## config.mk

```make
export PLATFORM = sky130hd
export DESIGN_NAME = cipher_rotor_stage_unit
export DESIGN_NICKNAME = d
export VERILOG_FILES = /design/src/design/crs_pkg.sv /design/src/design/cipher_rotor_stage_unit.sv /design/src/design/crs_cfg_regs.sv /design/src/design/crs_datapath.sv
export VERILOG_INCLUDE_DIRS = /design/src /design/src/design
export SDC_FILE = /design/constraint.sdc
export NUM_CORES = 1
export LEC_CHECK = 0
export BUFFER_PORTS_ARGS = -buffer_cell sky130_fd_sc_hd__buf_2
export CAP_MARGIN = 10
export CORE_AREA = 2 2 118 131
export DETAILED_ROUTE_END_ITERATION = 12
export DIE_AREA = 0 0 120 133
export PLACE_DENSITY = 0.86
export SYNTH_ARGS = -nofsm -noshare
export SYNTH_HDL_FRONTEND = slang
export SYNTH_SLANG_ARGS = --single-unit
```

## constraint.sdc

```tcl
create_clock -name aclk -period 8 [get_ports aclk]
set_input_delay 0.8 -clock aclk [delete_from_list [all_inputs] [get_ports aclk]]
set_output_delay 0.8 -clock aclk [all_outputs]
set_load 0.03 [all_outputs]
```

## src/design/cipher_rotor_stage_unit_assert.svh

```systemverilog
// ----------------------------------------------------------------------------
// Rotor stage assertion macros
// Shared concurrent assertion forms for the rotor stage RTL.
// ----------------------------------------------------------------------------
`ifndef CIPHER_ROTOR_STAGE_UNIT_ASSERT_SVH
`define CIPHER_ROTOR_STAGE_UNIT_ASSERT_SVH

// Same-cycle implication.
`define CRS_ASSERT_IMPLIES(lbl, clk, rstn, ante, cons) \
    lbl: assert property (@(posedge clk) disable iff (!(rstn)) (ante) |-> (cons)) \
        else $error("rotor stage assertion failed");

// Next-cycle implication.
`define CRS_ASSERT_NEXT(lbl, clk, rstn, ante, cons) \
    lbl: assert property (@(posedge clk) disable iff (!(rstn)) (ante) |=> (cons)) \
        else $error("rotor stage assertion failed");

`endif

```

## src/design/crs_pkg.sv

```systemverilog
// ----------------------------------------------------------------------------
// Rotor stage package
// Wheel wirings, notch sets, item and result types, and lookup functions.
// ----------------------------------------------------------------------------
`default_nettype none

package crs_pkg;

    localparam int ALPHA       = 26;
    localparam int WHEEL_COUNT = 9;

    localparam logic [7:0] ASCII_A = 8'h41;

    // Register index of wheel_select (paddr[2]).
    localparam logic CRS_REG_WHEEL_SELECT = 1'b0;

    typedef enum logic [1:0] {
        OP_ADVANCE = 2'd0,
        OP_FORWARD = 2'd1,
        OP_REVERSE = 2'd2,
        OP_LOAD    = 2'd3
    } crs_op_t;

    typedef struct packed {
        crs_op_t    opcode;
        logic [4:0] letter;
        logic [4:0] start_position;
    } crs_item_t;

    typedef struct packed {
        logic [4:0] letter_out;
        logic       carry;
    } crs_result_t;

    // First character sits in the top byte of each entry.
    localparam logic [8*ALPHA-1:0] WIRING [WHEEL_COUNT] = '{
        "ABCDEFGHIJKLMNOPQRSTUVWXYZ",
        "EKMFLGDQVZNTOWYHXUSPAIBRCJ",
        "AJDKSIRUXBLHWTMCQGZNPYFVOE",
        "BDFHJLCPRTXVZNYEIWGAKMUSQO",
        "ESOVPZJAYQUIRHXLNFTGKDCMWB",
        "VZBRGITYUPSDNHLXAWMJQOFECK",
        "JPGVOUMFYQBENHZRDKASXLICTW",
        "NZJHGRCXMYSWBOUFAIVLPEKQDT",
        "FKQHTLXOCBJSPDZRAMEWNIUYGV"
    };

    // Bit n set: letter n is a turnover notch.
    localparam logic [ALPHA-1:0] NOTCH [WHEEL_COUNT] = '{
        26'(1) << 0,
        26'(1) << 16,
        26'(1) << 4,
        26'(1) << 21,
        26'(1) << 9,
        26'(1) << 25,
        (26'(1) << 25) | (26'(1) << 12),
        (26'(1) << 25) | (26'(1) << 12),
        (26'(1) << 25) | (26'(1) << 12)
    };

    function automatic logic [4:0] fwd_map(input logic [3:0] wheel, input logic [4:0] idx);
        logic [7:0] ofs;
        logic [7:0] ch;
        ofs = {5'(ALPHA - 1) - idx, 3'b000};
        ch  = WIRING[wheel][ofs +: 8];
        return 5'(ch - ASCII_A);
    endfunction

    // Inverse wiring: match every contact in parallel, the wiring is a permutation.
    function automatic logic [4:0] rev_map(input logic [3:0] wheel, input logic [4:0] idx);
        logic [4:0] res;
        res = '0;
        for (int k = 0; k < ALPHA; k++) begin
            if (fwd_map(wheel, 5'(k)) == idx) begin
                res = 5'(k);
            end
        end
        return res;
    endfunction

endpackage

`default_nettype wire

```

## src/design/cipher_rotor_stage_unit.sv

```systemverilog
// ----------------------------------------------------------------------------
// Rotor cipher stage
// One wheel of a rotor cipher: advance, load, forward and reverse mapping.
//
//   Channel   Direction  Contents
//   s_        in         tuser: opcode; tdata: letter, start_position
//   m_        out        tdata: letter_out, carry
//   APB       in/out     wheel_select at byte address 0
//
// An item passes through the input register, then the result register; one item per cycle unless m_ stalls.
// The input register feeds the datapath; the result register holds its output.
// The wheel position is updated as an item moves into the result register.
// A stalled result blocks the input register only when both are full.
// Reset (synchronous, active low) clears position, wheel select and valids.
// ----------------------------------------------------------------------------
`default_nettype none

`include "cipher_rotor_stage_unit_assert.svh"

module cipher_rotor_stage_unit (
    input  wire logic        aclk,
    input  wire logic        aresetn,
    // APB configuration
    input  wire logic        psel,
    input  wire logic        penable,
    input  wire logic        pwrite,
    input  wire logic [2:0]  paddr,
    input  wire logic [31:0] pwdata,
    output logic      [31:0] prdata,
    output logic             pready,
    // input stream
    input  wire logic        s_tvalid,
    output logic             s_tready,
    input  wire logic [15:0] s_tdata,   // [4:0] letter, [9:5] start_position, rest zero
    input  wire logic [1:0]  s_tuser,   // [1:0] opcode
    // result stream
    output logic             m_tvalid,
    input  wire logic        m_tready,
    output logic      [7:0]  m_tdata    // [4:0] letter_out, [5] carry, rest zero
);

    logic                 in_valid_reg;
    crs_pkg::crs_item_t   in_item_reg;
    logic                 out_valid_reg;
    crs_pkg::crs_result_t out_result_reg;
    logic [4:0]           position_reg;
    logic [4:0]           position_next;
    logic [3:0]           wheel_select;
    crs_pkg::crs_result_t result;
    logic                 out_ready;
    logic                 step_fire;
    logic                 in_fire;

    crs_cfg_regs u_cfg (
        .aclk         (aclk),
        .aresetn      (aresetn),
        .psel         (psel),
        .penable      (penable),
        .pwrite       (pwrite),
        .paddr        (paddr),
        .pwdata       (pwdata),
        .prdata       (prdata),
        .pready       (pready),
        .wheel_select (wheel_select)
    );

    crs_datapath u_dp (
        .wheel_select  (wheel_select),
        .position      (position_reg),
        .item          (in_item_reg),
        .result        (result),
        .position_next (position_next)
    );

    assign out_ready = !out_valid_reg || m_tready;
    assign step_fire = in_valid_reg && out_ready;
    assign s_tready  = !in_valid_reg || out_ready;
    assign in_fire   = s_tvalid && s_tready;

    always_ff @(posedge aclk) begin
        if (!aresetn) begin
            in_valid_reg  <= 1'b0;
            out_valid_reg <= 1'b0;
            position_reg  <= '0;
        end else begin
            if (s_tready) begin
                in_valid_reg <= s_tvalid;
            end
            if (out_ready) begin
                out_valid_reg <= in_valid_reg;
            end
            if (step_fire) begin
                position_reg <= position_next;
            end
        end
    end

    // Payload: load on transfer, hold otherwise.
    always_ff @(posedge aclk) begin
        if (in_fire) begin
            in_item_reg.opcode         <= crs_pkg::crs_op_t'(s_tuser);
            in_item_reg.letter         <= s_tdata[4:0];
            in_item_reg.start_position <= s_tdata[9:5];
        end
        if (step_fire) begin
            out_result_reg <= result;
        end
    end

    assign m_tvalid = out_valid_reg;
    assign m_tdata  = {2'b00, out_result_reg.carry, out_result_reg.letter_out};

    `CRS_ASSERT_IMPLIES(a_pos_range, aclk, aresetn, 1'b1, position_reg < 5'(crs_pkg::ALPHA))
    `CRS_ASSERT_IMPLIES(a_letter_range, aclk, aresetn, m_tvalid, m_tdata[4:0] < 5'(crs_pkg::ALPHA))
    `CRS_ASSERT_IMPLIES(a_carry_alone, aclk, aresetn, m_tvalid && m_tdata[5], m_tdata[4:0] == 5'd0)
    `CRS_ASSERT_IMPLIES(a_ready_when_empty, aclk, aresetn, !out_valid_reg, s_tready)
    `CRS_ASSERT_NEXT(a_pos_hold, aclk, aresetn, !step_fire, $stable(position_reg))

endmodule

`default_nettype wire

```

## src/design/crs_cfg_regs.sv

```systemverilog
// ----------------------------------------------------------------------------
// Rotor stage configuration registers
// APB slave holding the wheel select register.
// ----------------------------------------------------------------------------
`default_nettype none

module crs_cfg_regs (
    input  wire logic        aclk,
    input  wire logic        aresetn,
    input  wire logic        psel,
    input  wire logic        penable,
    input  wire logic        pwrite,
    input  wire logic [2:0]  paddr,
    input  wire logic [31:0] pwdata,
    output logic      [31:0] prdata,
    output logic             pready,
    output logic      [3:0]  wheel_select
);

    logic [3:0] wheel_select_reg;
    logic [3:0] wheel_select_next;
    logic       wr_en;

    assign pready = 1'b1;
    assign wr_en  = psel && penable && pwrite;

    always_comb begin
        wheel_select_next = wheel_select_reg;
        prdata            = '0;
        unique case (paddr[2])
            crs_pkg::CRS_REG_WHEEL_SELECT: begin
                prdata = {28'd0, wheel_select_reg};
                if (wr_en) begin
                    wheel_select_next = pwdata[3:0];
                end
            end
            default: begin
                prdata = '0;
            end
        endcase
    end

    always_ff @(posedge aclk) begin
        if (!aresetn) begin
            wheel_select_reg <= '0;
        end else begin
            wheel_select_reg <= wheel_select_next;
        end
    end

    assign wheel_select = wheel_select_reg;

endmodule

`default_nettype wire

```

## src/design/crs_datapath.sv

```systemverilog
// ----------------------------------------------------------------------------
// Rotor stage datapath
// Wiring lookup, notch test and modulo-26 position arithmetic for one item.
// ----------------------------------------------------------------------------
`default_nettype none

module crs_datapath (
    input  wire logic [3:0]          wheel_select,
    input  wire logic [4:0]          position,
    input  wire crs_pkg::crs_item_t  item,
    output crs_pkg::crs_result_t     result,
    output logic [4:0]               position_next
);

    logic [3:0] wheel;
    logic [5:0] sum;
    logic [4:0] idx;
    logic [4:0] mapped;
    logic [5:0] diff;
    logic [4:0] out_letter;
    logic [4:0] start_mod;

    // Unused wheel numbers fall back to the identity wheel.
    assign wheel = (wheel_select <= 4'(crs_pkg::WHEEL_COUNT - 1)) ? wheel_select : 4'd0;

    // letter + position stays below 2*26 + 26, so at most two folds.
    assign sum = {1'b0, item.letter} + {1'b0, position};
    always_comb begin
        if (sum >= 6'(2 * crs_pkg::ALPHA)) begin
            idx = 5'(sum - 6'(2 * crs_pkg::ALPHA));
        end else if (sum >= 6'(crs_pkg::ALPHA)) begin
            idx = 5'(sum - 6'(crs_pkg::ALPHA));
        end else begin
            idx = 5'(sum);
        end
    end

    assign mapped = (item.opcode == crs_pkg::OP_FORWARD) ? crs_pkg::fwd_map(wheel, idx)
                                                        : crs_pkg::rev_map(wheel, idx);

    // Subtract the position back out, wrapping below zero.
    assign diff       = {1'b0, mapped} - {1'b0, position};
    assign out_letter = diff[5] ? 5'(diff + 6'(crs_pkg::ALPHA)) : 5'(diff);

    assign start_mod = (item.start_position >= 5'(crs_pkg::ALPHA))
                     ? 5'(item.start_position - 5'(crs_pkg::ALPHA))
                     : item.start_position;

    always_comb begin
        result        = '0;
        position_next = position;
        case (item.opcode)
            crs_pkg::OP_ADVANCE: begin
                result.carry  = crs_pkg::NOTCH[wheel][position];
                position_next = (position == 5'(crs_pkg::ALPHA - 1)) ? 5'd0 : position + 5'd1;
            end
            crs_pkg::OP_LOAD: begin
                position_next = start_mod;
            end
            default: begin
                result.letter_out = out_letter;
            end
        endcase
    end

endmodule

`default_nettype wire
```

==> results.toml <==
[pwr]
p_per_area_mw_per_mm2 = 201
power.total_mw = 1.83
peakVddDrop_mv = 0.172
p_leak_nw = 3.69

[clock_network]
path_clk_slew_ns = 0.06
htree_levels = 2
cts_resized = 0
post_cts.repair.setup_buffers = 0
clock_path_buffers = 2
cts_buffers = 5
clock_sinks = 29
tritoncts = "built"
clockRootBuffer = "clkbuf_16"
holdBufCountCts = 0
clk_latency_ns = 0.29

[sta]
worst_pin_slew_ns = 0.878
hold_viol_final = 0
rsz0062_at_grt = "no"
slew_headroom = 0.408
clock_skew_ns = 0.0111
setup_slack_ns = 0.580
setup_viol = 0
final.setup.tns_ns = 0
fin_crit_ns = 7.42
whs_ns = 0.524
fmax_mhz = 135
fin_crit_sh = 0.928
slew_viol_final = 0

[setup_path]
cp-end-kind = "flop"
crit_arrival_ns = 7.46
cp_max_fo = 11
cp-start-kind = "flop"
crit_path_start = "position_reg[0]"
rr_startpoint = "position_reg[0]"
slowest_delay_ns = 0.60
cp.required_ns = 8.04
crit_top_cell = "ha_1"
crit_slowest_cell = "dfxtp_1"
crit_type = "reg2reg"

[route]
route.met3.wl_microns = 4190
dr.pass1.iters = 6
wl_met1_microns = 12400
drt_wl_total_microns = 33300
antenna_left = 0
drc = 0
dr_total_vias = 9392
highest_layer = "met4"
dr.first_iter.drc_count = 1277
wl_met2_microns = 14100
post_drt_wl_per_cell_microns = 24.5
vias_per_cell = 6.92

[yosys]
synthesis.instances = 1149
syn_avg_cell_area_sq_um = 7.48
syn_area_sq_mm = 0.00859
netlist.area_leader.share = 0.137
yosys_warnings = 0
synth_most_common_cell = "xnor2_1"
yosysSeqAreaShare = 0.0885
ys_seq_elements = 29
synth_edf_count = 18
synthTopCellsByCount = "xnor2_1 (134), nand2_1 (89), nor2_1 (85)"
yosys-top-cells-area = "xnor2_1 (14%), ha_1 (9.5%), edfxtp_1 (6.3%)"
synth_area_leader_cell = "xnor2_1"
ys_async_sr_fraction = 0
synth_ff_type = "edfxtp_1"
synth.distinct_cells = 96

[floorplan]
ios = 103
die_h_microns = 133
start_util = 0.582
dieArea_sq_mm = 0.0160
die_w_microns = 120
core-area_sq_mm = 0.0148
num_rows = 47

[cells_and_area]
post-route-util = 0.618
stdcell_count = 1358
num-fill-cells = 1352
drive_gt1_frac = 0.129
largest_reg_flops = 12
antenna_cells = 0
fin_area_sq_mm = 0.00913
multi_input_area_sq_mm = 0.00715
nNetsFinal = 1288
seqCellArea_sq_um = 761
layout-area-overhead-vs-synth_pct = 6.25

[hold_path]
min-delay-start = "in_valid_reg"
worst_hold_path_type = "reg2reg"

[place]
portBuffers = 35
dpl_worst_slack_ns = 0.763
dp_hpwl_microns = 24400
gp_congestion = 1.09
dp_cells = 1350
dpl-instance-area_sq_mm = 0.00896

[grt]
grt_pass1_wl_microns = 51200
grt_use_total = 0.416
antenna_found_initial = 0
first_global_vias = 8882
grt-ovfl-total = 0
grt_max_degree = 71

[run_status]
run_status = "finished, final reports clean"

[flow_run]
cap_viol_max_count = 0
==> power breakdown <==
part	switching (mW)	internal (mW)
logic	0.833	0.587
clock network	0.0772	0.146
registers	0.00834	0.184
total	0.918	0.917
==> critical path, delay by kind of cell, from the launching register on <==
kind                     cells  cell delay, ns
AO/OA/AOI/OAI               10            2.50
XOR/XNOR                     3            0.85
adder cells (fa/ha/maj)      6            1.77
buffers and inverters        3            0.55
flip-flops                   1            0.60
multiplexers                 1            0.20
AND/OR/NAND/NOR              5            0.70
==> final timing paths <==
path	slack (ns)	cells after the start	endpoint
max	0.58	28	m_tdata[4]
max reg2reg	0.58	28	m_tdata[4]
min	0.52	1	m_tvalid
min reg2reg	0.52	1	m_tvalid
==> kinds of logic after synthesis <==
kind of cell               count (synthesis)  synth area share
and+or+nand+nor                          361             0.212
AOI/OAI and AO/OA                        310             0.251
xor gates and xnor gates                 178             0.193
buffers and inverters                    166            0.0963
adders and majority gates                 67            0.0993
muxes                                     36            0.0581
DFF                                       29            0.0885
other                                      2          0.000874
==> layout by cell type, fill, tap and decap left out, types with 30 or more instances in the layout <==
cell and instances:
xnor2_1 134, ha_1 64, nand2_1 89, conb_1 31
nand3_1 35, buf_2 35, nor2_1 85, buf_4 60
a21oi_1 71, nor3_1 30, xor2_1 35, o21ai_0 62
inv_1 44
==> layer usage <==
layer	GRT usage	vias up
met5	0	-
met4	0.261	0
met3	0.106	184
met2	0.622	722
met1	0.533	4354
li1	-	4132
==> area by class of cell <==
class,count,share of cell area
multi-input combinational,983,0.784
inverter,47,0.0193
tap,196,0.0269
clock inverter,3,0.00452
sequential,29,0.0833
timing repair buffer,95,0.0685
clock buffer,5,0.0137
No activity file was read; power rests on OpenSTA's default activity.
